**src/tkst_pkg.sv**
```systemverilog
package tkst_pkg;

  localparam int CAPACITY = 16;
  localparam int CNT_W = 5;
  localparam int POS_W = 5;
  localparam int ID_W = 16;
  localparam int SCORE_W = 32;
  localparam logic [CNT_W-1:0] MAX_ENTRIES_RESET = CNT_W'(10);
  localparam logic [CNT_W-1:0] CAP_COUNT = CNT_W'(CAPACITY);

  typedef struct packed {
    logic [ID_W-1:0]           id;
    logic signed [SCORE_W-1:0] score;
  } entry_t;

  typedef enum logic {
    SEQ_IDLE,
    SEQ_INSERT
  } seq_state_t;

  typedef struct packed {
    logic remove;
    logic insert;
  } seq_ctl_t;

  typedef struct packed {
    logic remove;
    logic insert;
    logic occupied;
    logic in_limit;
  } cell_ctl_t;

endpackage

```
**src/tkst_cell.sv**
```systemverilog
module tkst_cell
  import tkst_pkg::*;
(
  input  logic            clk,
  input  cell_ctl_t       ctl,
  input  logic [ID_W-1:0] key_id,
  input  entry_t          ins_entry,
  input  entry_t          left,
  input  entry_t          right,
  input  logic            found_in,
  output logic            found_out,
  output logic            first,
  output entry_t          entry
);

  logic hit;

  always_comb begin
    hit = 1'b0;
    if (ctl.remove) begin
      hit = ctl.occupied && (entry.id == key_id);
    end else if (ctl.insert) begin
      hit = ctl.in_limit &&
            (!ctl.occupied || ($signed(ins_entry.score) > $signed(entry.score)));
    end
  end

  assign found_out = found_in | hit;
  assign first     = hit & ~found_in;

  always_ff @(posedge clk) begin
    if (ctl.remove) begin
      // close the gap: everything at or after the match moves up one rank
      if (found_in || hit) begin
        entry <= right;
      end
    end else if (ctl.insert) begin
      if (found_in) begin
        entry <= left;
      end else if (hit) begin
        entry <= ins_entry;
      end
    end
  end

endmodule

```
**src/tkst_seq.sv**
```systemverilog
module tkst_seq
  import tkst_pkg::*;
(
  input  logic     clk,
  input  logic     rst,
  input  logic     start,
  output logic     busy,
  output seq_ctl_t ctl
);

  seq_state_t state, state_next;

  always_ff @(posedge clk) begin
    if (rst) begin
      state <= SEQ_IDLE;
    end else begin
      state <= state_next;
    end
  end

  always_comb begin
    state_next = state;
    unique case (state)
      SEQ_IDLE: begin
        if (start) begin
          state_next = SEQ_INSERT;
        end
      end
      SEQ_INSERT: state_next = SEQ_IDLE;
      default:    state_next = SEQ_IDLE;
    endcase
  end

  always_comb begin
    busy       = 1'b0;
    ctl.remove = 1'b0;
    ctl.insert = 1'b0;
    unique case (state)
      SEQ_IDLE: begin
        ctl.remove = start;
      end
      SEQ_INSERT: begin
        busy       = 1'b1;
        ctl.insert = 1'b1;
      end
      default: begin
        busy = 1'b0;
      end
    endcase
  end

endmodule

```
**src/top_k_score_table_update.sv**
```systemverilog
// Channel  | Signals                                   | Handshake
// ---------+-------------------------------------------+----------------------------
// item in  | start, busy, player_id, score             | taken when start && !busy
// result   | done, in_table, new_position, old_position | done high one cycle, no stall
// config   | cfg_valid, cfg_ready, max_entries         | written when valid && ready
//
// Each item is handled in a remove step, in the cycle that takes it, that shifts the
// old entry out of the cell row, then an insert step (SEQ_INSERT) that shifts the
// new entry in; done is registered from it. busy is high in the insert step, so no
// new item is taken then. rst resets the fill count, done, sequencer and limit.
// The result side cannot stall, so nothing is held back on that side.
module top_k_score_table_update
  import tkst_pkg::*;
(
  input  logic                      clk,
  input  logic                      rst,
  input  logic                      start,
  output logic                      busy,
  input  logic [ID_W-1:0]           player_id,
  input  logic signed [SCORE_W-1:0] score,
  output logic                      done,
  output logic                      in_table,
  output logic [POS_W-1:0]          new_position,
  output logic [POS_W-1:0]          old_position,
  input  logic                      cfg_valid,
  output logic                      cfg_ready,
  input  logic [CNT_W-1:0]          max_entries
);

  seq_ctl_t            ctl;
  logic [CNT_W-1:0]    limit_reg;
  logic [CNT_W-1:0]    limit;
  logic [CNT_W-1:0]    count;
  logic [CNT_W:0]      count_inc;
  logic [CNT_W:0]      count_next;
  entry_t              item;
  entry_t              cells   [CAPACITY];
  logic [CAPACITY:0]   found;
  logic [CAPACITY-1:0] first;
  logic [POS_W-1:0]    hit_pos;
  logic [POS_W-1:0]    old_pos;

  tkst_seq u_seq (
    .clk   (clk),
    .rst   (rst),
    .start (start),
    .busy  (busy),
    .ctl   (ctl)
  );

  assign cfg_ready = ~busy;

  always_ff @(posedge clk) begin
    if (rst) begin
      limit_reg <= MAX_ENTRIES_RESET;
    end else if (cfg_valid && cfg_ready) begin
      limit_reg <= max_entries;
    end
  end

  assign limit = (limit_reg > CAP_COUNT) ? CAP_COUNT : limit_reg;

  assign found[0] = 1'b0;

  genvar g;
  generate
    for (g = 0; g < CAPACITY; g++) begin : g_cell
      cell_ctl_t cctl;
      entry_t    left_e;
      entry_t    right_e;

      assign cctl.remove   = ctl.remove;
      assign cctl.insert   = ctl.insert;
      assign cctl.occupied = (CNT_W'(g) < count);
      assign cctl.in_limit = (CNT_W'(g) < limit);

      if (g == 0) begin : g_first
        assign left_e = '0;
      end else begin : g_mid
        assign left_e = cells[g-1];
      end
      if (g == CAPACITY - 1) begin : g_last
        assign right_e = '0;
      end else begin : g_inner
        assign right_e = cells[g+1];
      end

      tkst_cell u_cell (
        .clk       (clk),
        .ctl       (cctl),
        .key_id    (player_id),
        .ins_entry (item),
        .left      (left_e),
        .right     (right_e),
        .found_in  (found[g]),
        .found_out (found[g+1]),
        .first     (first[g]),
        .entry     (cells[g])
      );
    end
  endgenerate

  // one-hot first hit to a 1-based rank
  always_comb begin
    hit_pos = '0;
    for (int i = 0; i < CAPACITY; i++) begin
      if (first[i]) begin
        hit_pos = hit_pos | POS_W'(i + 1);
      end
    end
  end

  assign count_inc = {1'b0, count} + (CNT_W+1)'(1);

  always_comb begin
    count_next = {1'b0, count};
    if (ctl.remove) begin
      if (found[CAPACITY]) begin
        count_next = {1'b0, count} - (CNT_W+1)'(1);
      end
    end else if (ctl.insert) begin
      if (found[CAPACITY]) begin
        count_next = (count_inc > {1'b0, CAP_COUNT}) ? {1'b0, CAP_COUNT} : count_inc;
      end
      // trim to the limit
      if (count_next > {1'b0, limit}) begin
        count_next = {1'b0, limit};
      end
    end
  end

  always_ff @(posedge clk) begin
    if (rst) begin
      count <= '0;
      done  <= 1'b0;
    end else begin
      count <= count_next[CNT_W-1:0];
      done  <= ctl.insert;
    end
  end

  always_ff @(posedge clk) begin
    if (ctl.remove) begin
      item.id    <= player_id;
      item.score <= score;
      old_pos    <= hit_pos;
    end
    if (ctl.insert) begin
      in_table     <= found[CAPACITY];
      new_position <= hit_pos;
      old_position <= old_pos;
    end
  end

endmodule

```
**config.mk**
```make
export PLATFORM = sky130hd
export DESIGN_NAME = top_k_score_table_update
export DESIGN_NICKNAME = d
export VERILOG_FILES = /design/src/tkst_pkg.sv /design/src/tkst_cell.sv /design/src/tkst_seq.sv /design/src/top_k_score_table_update.sv
export SDC_FILE = /design/constraint.sdc
export NUM_CORES = 2
export LEC_CHECK = 0
export BUFFER_PORTS_ARGS = -buffer_cell sky130_fd_sc_hd__buf_2
export CORE_ASPECT_RATIO = 0.9
export CORE_MARGIN = 4
export CORE_UTILIZATION = 58
export DETAILED_ROUTE_END_ITERATION = 10
export PLACE_DENSITY = 0.71
export SLEW_MARGIN = 40
export SYNTH_ARGS = -nofsm -noshare
export SYNTH_HDL_FRONTEND = slang
export SYNTH_HIERARCHICAL = 1
export SYNTH_SLANG_ARGS = --single-unit
```
**constraint.sdc**
```tcl
create_clock -name clk -period 25.8 [get_ports clk]
set_input_delay 5.16 -clock clk [delete_from_list [all_inputs] [get_ports clk]]
set_output_delay 5.16 -clock clk [all_outputs]
set_load 0.01 [all_outputs]
```
Yosys cells after proc, flatten, opt, wreduce, memory -nomap -nowiden
Cells that the tools add are included.
Word-level totals
  bits of input ports: 57
  flip-flop bits (word level): 844
  output and inout bits: 14
Cells by class
  bitwise logic cells: 47
  eq/ne operators: 32
  muxes and demuxes: 140
  add/subtract/negate cells: 2
  $lt $le $gt $ge: 51
  reduce and logical (&&, ||, !) cells: 113
Operator list (count)
  $mux 48: 79
  $gt 32x32->1: 16
  $eq 16x16->1: 16
  $lt 4x5->1 const A: 16
  $reduce_and 3->1: 15
  $reduce_bool 3->1: 15
  $lt 3x5->1 const A: 8
  $mux 1: 36
  $logic_and 1x1->1: 33
  $mux 4: 8
  $ne 2x1->1 const B: 16
  $logic_or 1x1->1: 31
  $mux 5: 6
  $mux 6: 4
  $lt 1x5->1 const A: 4
  $lt 2x5->1 const A: 4
  $not 1->1: 17
  $logic_not 1->1: 16
  $and 1x1->1: 15
  $or 1x1->1: 15
  $mux 3: 4
  $add 5x1->6 const B: 1
  $gt 6x5->1: 1
  $gt 6x5->1 const B: 1
  other kinds (6): 8

Depth between registers and ports, before layout
  word-level depth: 28
  mapped depth: 79

Cells and area by module
Netlist, hierarchy kept.
Modules (own cells, without submodules)
  tkst_cell at g_cell[0].u_cell ...: instances 15, cells each 352, area each 3457.1 µm²
  tkst_cell at g_cell[14].u_cell: instances 1, cells each 361, area each 3528.4 µm²
  top_k_score_table_update: instances 1, cells each 251, area each 3181.8 µm²
  tkst_seq: instances 1, cells each 5, area each 53.8 µm²

Least setup slack after synthesis
No wires, ideal clock.
  kind: input to register
  from: input start
  to: register g_cell[15].u_cell/entry[0] (netlist name), enable pin
  setup time: 0.520 ns
  path slack: 7.083 ns
  stages: 68
  arrival time: 18.197 ns
  path through: nor2b_1 -> buf_4 -> clkbuf_1 -> nand3b_1 -> o21ai_0 -> a211oi_1 -> a311o_1 -> nand2_1 -> clkbuf_1 -> buf_2 -> nor2_1 -> nand2_1 -> clkbuf_1 -> buf_2 -> nor2_1 -> nand2_1 -> clkbuf_1 -> buf_2 -> (+32 left out) -> nor2_1 -> nand2_1 -> clkbuf_1 -> buf_2 -> nor2_1 -> nand2_1 -> clkbuf_1 -> buf_2 -> nor2_1 -> nand2_1 -> buf_4 -> buf_6 -> nor2_1 -> o21ai_1 -> clkbuf_1 -> buf_2 -> nor2_1 -> o21ai_0
RTL lines
  start, declared: line top_k_score_table_update.sv:17  | input logic start,
  end signal, assigned: line tkst_cell.sv:35  | entry <= right;
  end signal, assigned: line tkst_cell.sv:39  | entry <= left;
  end signal, assigned: line tkst_cell.sv:41  | entry <= ins_entry;
  end, declared: line tkst_cell.sv:13  | output entry_t entry

==> run_summary.xml <==
<?xml version="1.0" encoding="UTF-8"?>
<metrics>
  <group name="layout">
    <metric name="flip_flop_count_of_the_largest_register_all_copies_and_words_added" unit="">768</metric>
    <metric name="synthToLayoutAreaGrowth" unit="%">9.45</metric>
    <metric name="largest-register" unit="">g_cell.u_cell/entry</metric>
    <metric name="reg_top3" unit="">g_cell.u_cell/entry: 768 flops, item: 48 flops</metric>
    <metric name="drive_above_1_share" unit="%">7.11</metric>
    <metric name="postLayoutCellArea" unit="mm^2">0.0642</metric>
    <metric name="antenna_cells_inserted" unit="">0</metric>
    <metric name="final_util" unit="%">64.0</metric>
    <metric name="final_cells" unit="">7382</metric>
    <metric name="finalNetCount" unit="">6538</metric>
  </group>
  <group name="pwr">
    <metric name="clock_power_share" unit="%">29.5</metric>
    <metric name="power.net_switching" unit="uW">1580</metric>
    <metric name="cellPowerDensity" unit="mW/mm^2">73.6</metric>
    <metric name="power.internal" unit="uW">3140</metric>
    <metric name="power.combinational.fraction" unit="%">26.7</metric>
    <metric name="max-vdd-ir-drop" unit="mV">0.0608</metric>
    <metric name="sw_frac_of_total" unit="%">33.6</metric>
    <metric name="flop_pwr_share" unit="%">43.8</metric>
    <metric name="total_leakage_power" unit="uW">0.0286</metric>
  </group>
  <group name="yosys">
    <metric name="syn-instance-count" unit="">5897</metric>
    <metric name="number_of_enable_flip_flop_cells_after_synthesis" unit="">832</metric>
    <metric name="ys_warn_count" unit="">6</metric>
    <metric name="synth_cell_types" unit="">66</metric>
    <metric name="synth-seq-area-share" unit="%">43.0</metric>
    <metric name="synthesis.area_per_instance" unit="um^2">9.94</metric>
    <metric name="post_synthesis_sequential_element_count" unit="">844</metric>
    <metric name="synth-async-reset-ratio" unit="%">0</metric>
    <metric name="dominantRegCellSynth" unit="">sky130_fd_sc_hd__edfxtp_1</metric>
    <metric name="synthesis.area" unit="mm^2">0.0586</metric>
  </group>
  <group name="grt">
    <metric name="grt_pass1_wl" unit="um">255000</metric>
    <metric name="grt_pass1_vias" unit="">44900</metric>
    <metric name="largest_net_degree_at_the_start_of_global_routing" unit="">163</metric>
    <metric name="grtUsageMet2" unit="%">50.3</metric>
    <metric name="grt_use_total" unit="%">30.4</metric>
    <metric name="antenna_found_initial" unit="">3</metric>
    <metric name="grt_use_met1" unit="%">40.6</metric>
    <metric name="met3_usage" unit="%">3.42</metric>
    <metric name="globalRouteOverflowTotal" unit="">0</metric>
    <metric name="grt_most_used_layer" unit="">met2</metric>
  </group>
  <group name="route">
    <metric name="route.antenna.remaining_nets" unit="">0</metric>
    <metric name="num_vias" unit="">45400</metric>
    <metric name="totalWireLength" unit="um">164000</metric>
    <metric name="drt_pass_1_iters" unit="">8</metric>
    <metric name="first_iter_violations" unit="">4340</metric>
    <metric name="drc" unit="">0</metric>
    <metric name="drt-wirelength-per-cell" unit="um">22.3</metric>
    <metric name="vias_per_cell" unit="">6.15</metric>
  </group>
  <group name="cts">
    <metric name="number_of_buffers_inserted_during_clock_tree_synthesis" unit="">97</metric>
    <metric name="clock_tree_from_tritoncts" unit="">done</metric>
    <metric name="cts_max_level" unit="">3</metric>
    <metric name="postCtsHoldBufs" unit="">0</metric>
    <metric name="max-clock-path-buffers" unit="">3</metric>
    <metric name="clock_latency" unit="ns">0.70</metric>
    <metric name="clock-root-buffer" unit="">sky130_fd_sc_hd__clkbuf_16</metric>
    <metric name="clock_sinks" unit="">844</metric>
    <metric name="cts.clk_slew.worst_paths" unit="ns">0.06</metric>
    <metric name="cts_resized" unit="">0</metric>
    <metric name="post_cts_buffers" unit="">0</metric>
  </group>
  <group name="sta">
    <metric name="timing_max_transition_violations_final" unit="">0</metric>
    <metric name="tightestPinTransition" unit="ns">1.01</metric>
    <metric name="layout_setup_ws" unit="ns">4.16</metric>
    <metric name="finalSetupViolations" unit="">0</metric>
    <metric name="max_clock_freq" unit="GHz">0.0462</metric>
    <metric name="finalCritPeriodShare" unit="%">83.9</metric>
    <metric name="fin_worst_skew" unit="ns">0.0265</metric>
    <metric name="tns" unit="ns">0</metric>
    <metric name="slew-limit-headroom" unit="%">32.3</metric>
    <metric name="final_hold_viol_count" unit="">0</metric>
    <metric name="period_needed" unit="ns">21.64</metric>
    <metric name="grt_setup_unrepaired" unit="">false</metric>
  </group>
  <group name="worst_setup_path">
    <metric name="end_kind" unit="">register</metric>
    <metric name="timing.critical_path.arrival" unit="ns">22.20</metric>
    <metric name="worstSetupPathType" unit="">input pin to register</metric>
    <metric name="critical_path.slowest_cell" unit="">sky130_fd_sc_hd__nor2_1</metric>
    <metric name="cp.required" unit="ns">26.36</metric>
    <metric name="worstPathMaxFanout" unit="">63</metric>
    <metric name="register_to_register_setup_slack" unit="ns">7.18</metric>
    <metric name="critical_path.max_stage_delay" unit="ns">0.59</metric>
    <metric name="crit_path_start_kind" unit="">input pin</metric>
    <metric name="timing.critical_path.mode_cell" unit="">sky130_fd_sc_hd__nor2_1</metric>
  </group>
  <group name="run_status">
    <metric name="status" unit="">complete, no violations</metric>
  </group>
  <group name="die">
    <metric name="starting_utilization_of_the_core_area" unit="%">58.5</metric>
    <metric name="die_area" unit="mm^2">0.106</metric>
    <metric name="die_y_extent" unit="um">310</metric>
    <metric name="design.core.area" unit="mm^2">0.100</metric>
    <metric name="die-width" unit="um">343</metric>
    <metric name="top_level_ports" unit="">71</metric>
    <metric name="number_of_standard_cell_rows_in_the_floorplan" unit="">110</metric>
  </group>
  <group name="min_path">
    <metric name="min-delay-path-class" unit="">register to register</metric>
  </group>
  <group name="flow_run">
    <metric name="cap_violations" unit="">0</metric>
  </group>
  <group name="placement">
    <metric name="gp_routability_congestion" unit="">0.907</metric>
    <metric name="buffer_ports.inserted" unit="">70</metric>
    <metric name="dp.cells" unit="">7205</metric>
    <metric name="pre_cts_ws" unit="ns">2.45</metric>
    <metric name="placed_cell_area" unit="mm^2">0.0609</metric>
    <metric name="dpl.hpwl" unit="um">119000</metric>
  </group>
</metrics>
[worst max-delay path: cells and delay by family]
kind | cells | cell delay, ns
buffers and inverters | 3 | 0.98
AND/OR/NAND/NOR | 34 | 13.95
multiplexers | 1 | 0.23
adder cells (fa/ha/maj) | 1 | 0.29
AO/OA/AOI/OAI | 7 | 1.39
[area by class of cell]
cell class / instances / area, um^2
inverter: 542 / 2030
clock buffer: 132 / 2660
fill: 8280 / 36000
timing repair buffer: 156 / 1070
clock inverter: 44 / 452
tap: 1344 / 1680
multi-input combinational: 4320 / 31000
sequential: 844 / 25200
[power by group through the flow]
stage                     clock network (uW)  logic (uW)  registers [uW]
after global placement                     0        1180            2090
final                                   1390        1260            2070
after global routing                    1470        1410            2090
after floorplan                            0         907            2030
after CTS                               1410        1240            2070
after detailed placement                   0        1240            2090
[layout by cell type, fill, tap and decap left out, types with 16 or more instances in the layout]
cell,n
sky130_fd_sc_hd__nor4_2,21
sky130_fd_sc_hd__xnor2_1,186
sky130_fd_sc_hd__nand4_1,125
sky130_fd_sc_hd__inv_1,541
sky130_fd_sc_hd__conb_1,97
sky130_fd_sc_hd__mux2i_1,775
sky130_fd_sc_hd__ha_1,520
sky130_fd_sc_hd__a221oi_1,16
sky130_fd_sc_hd__buf_4,74
sky130_fd_sc_hd__edfxtp_1,832
sky130_fd_sc_hd__nand2_1,884
sky130_fd_sc_hd__a21oi_1,206
sky130_fd_sc_hd__o21ai_4,16
sky130_fd_sc_hd__clkbuf_1,26
sky130_fd_sc_hd__and4_1,17
sky130_fd_sc_hd__nor4_1,48
sky130_fd_sc_hd__nor2_1,84
sky130_fd_sc_hd__xor2_1,72
sky130_fd_sc_hd__o211ai_1,17
sky130_fd_sc_hd__clkbuf_16,98
sky130_fd_sc_hd__a211oi_1,19
sky130_fd_sc_hd__o21ai_0,842
sky130_fd_sc_hd__nand4_2,17
sky130_fd_sc_hd__buf_2,70
sky130_fd_sc_hd__a21o_1,49
sky130_fd_sc_hd__nand3_1,69
sky130_fd_sc_hd__nor2b_1,36
sky130_fd_sc_hd__nor3_1,18
[worst paths after layout]
kind	startpoint	to	cells after the start
setup / recovery	start	count[2]$_SDFFE_PP0P_	46
setup reg to reg	item[7]$_DFFE_PP_	count[2]$_SDFFE_PP0P_	48
hold reg to reg	old_pos[4]$_DFFE_PP_	old_position[4]$_DFFE_PP_	0
hold / removal	old_pos[4]$_DFFE_PP_	old_position[4]$_DFFE_PP_	0
[metrics by stage]
step | power (uW) | hold WS, ns
global placement | 3270 | 0.412
detailed placement | 3330 | 0.422
floorplan | 2940 | 0.400
global route | 4970 | 0.435
finish | 4720 | 0.435
CTS | 4720 | 0.435
[metal layers]
layer  up-vias  share of wire, %
met5         -            0.0079
met4         2               4.6
met3       307               6.0
met2      1507                47
met1     22300                42
li1      21300                 -
[Yosys cell counts (30+ instances only)]
library cell,instances,share of area (%)
sky130_fd_sc_hd__ha_1,520,11
sky130_fd_sc_hd__o21ai_0,859,7.3
sky130_fd_sc_hd__nand2_1,898,5.8
sky130_fd_sc_hd__a21oi_1,206,1.8
sky130_fd_sc_hd__a21o_1,49,0.63
sky130_fd_sc_hd__clkbuf_1,200,1.3
sky130_fd_sc_hd__edfxtp_1,832,43
sky130_fd_sc_hd__xor2_1,72,1.1
sky130_fd_sc_hd__mux2i_1,775,13
sky130_fd_sc_hd__nor4_1,56,0.60
sky130_fd_sc_hd__nand3_1,69,0.59
sky130_fd_sc_hd__xnor2_1,186,2.8
sky130_fd_sc_hd__buf_1,30,0.19
sky130_fd_sc_hd__nor2b_1,37,0.39
sky130_fd_sc_hd__nand4_1,125,1.3
sky130_fd_sc_hd__nor2_1,84,0.54
sky130_fd_sc_hd__inv_1,541,3.5
sky130_fd_sc_hd__buf_2,51,0.44
[cells by family (layout without fill, tap and decap cells)]
family                     count (synthesis)  count (layout)  synth area share, %
other                                      1              97              0.00640
adders and majority gates                520             520                 11.1
DFF                                      844             844                 43.0
xor gates and xnor gates                 258             258                 3.85
and+or+nand+nor                         1388            1388                 11.0
muxes                                    776             776                 13.3
AOI/OAI and AO/OA                       1281            1281                 12.3
buffers and inverters                    829             874                 5.46
Note: power is estimated with default switching activity, not from simulation.
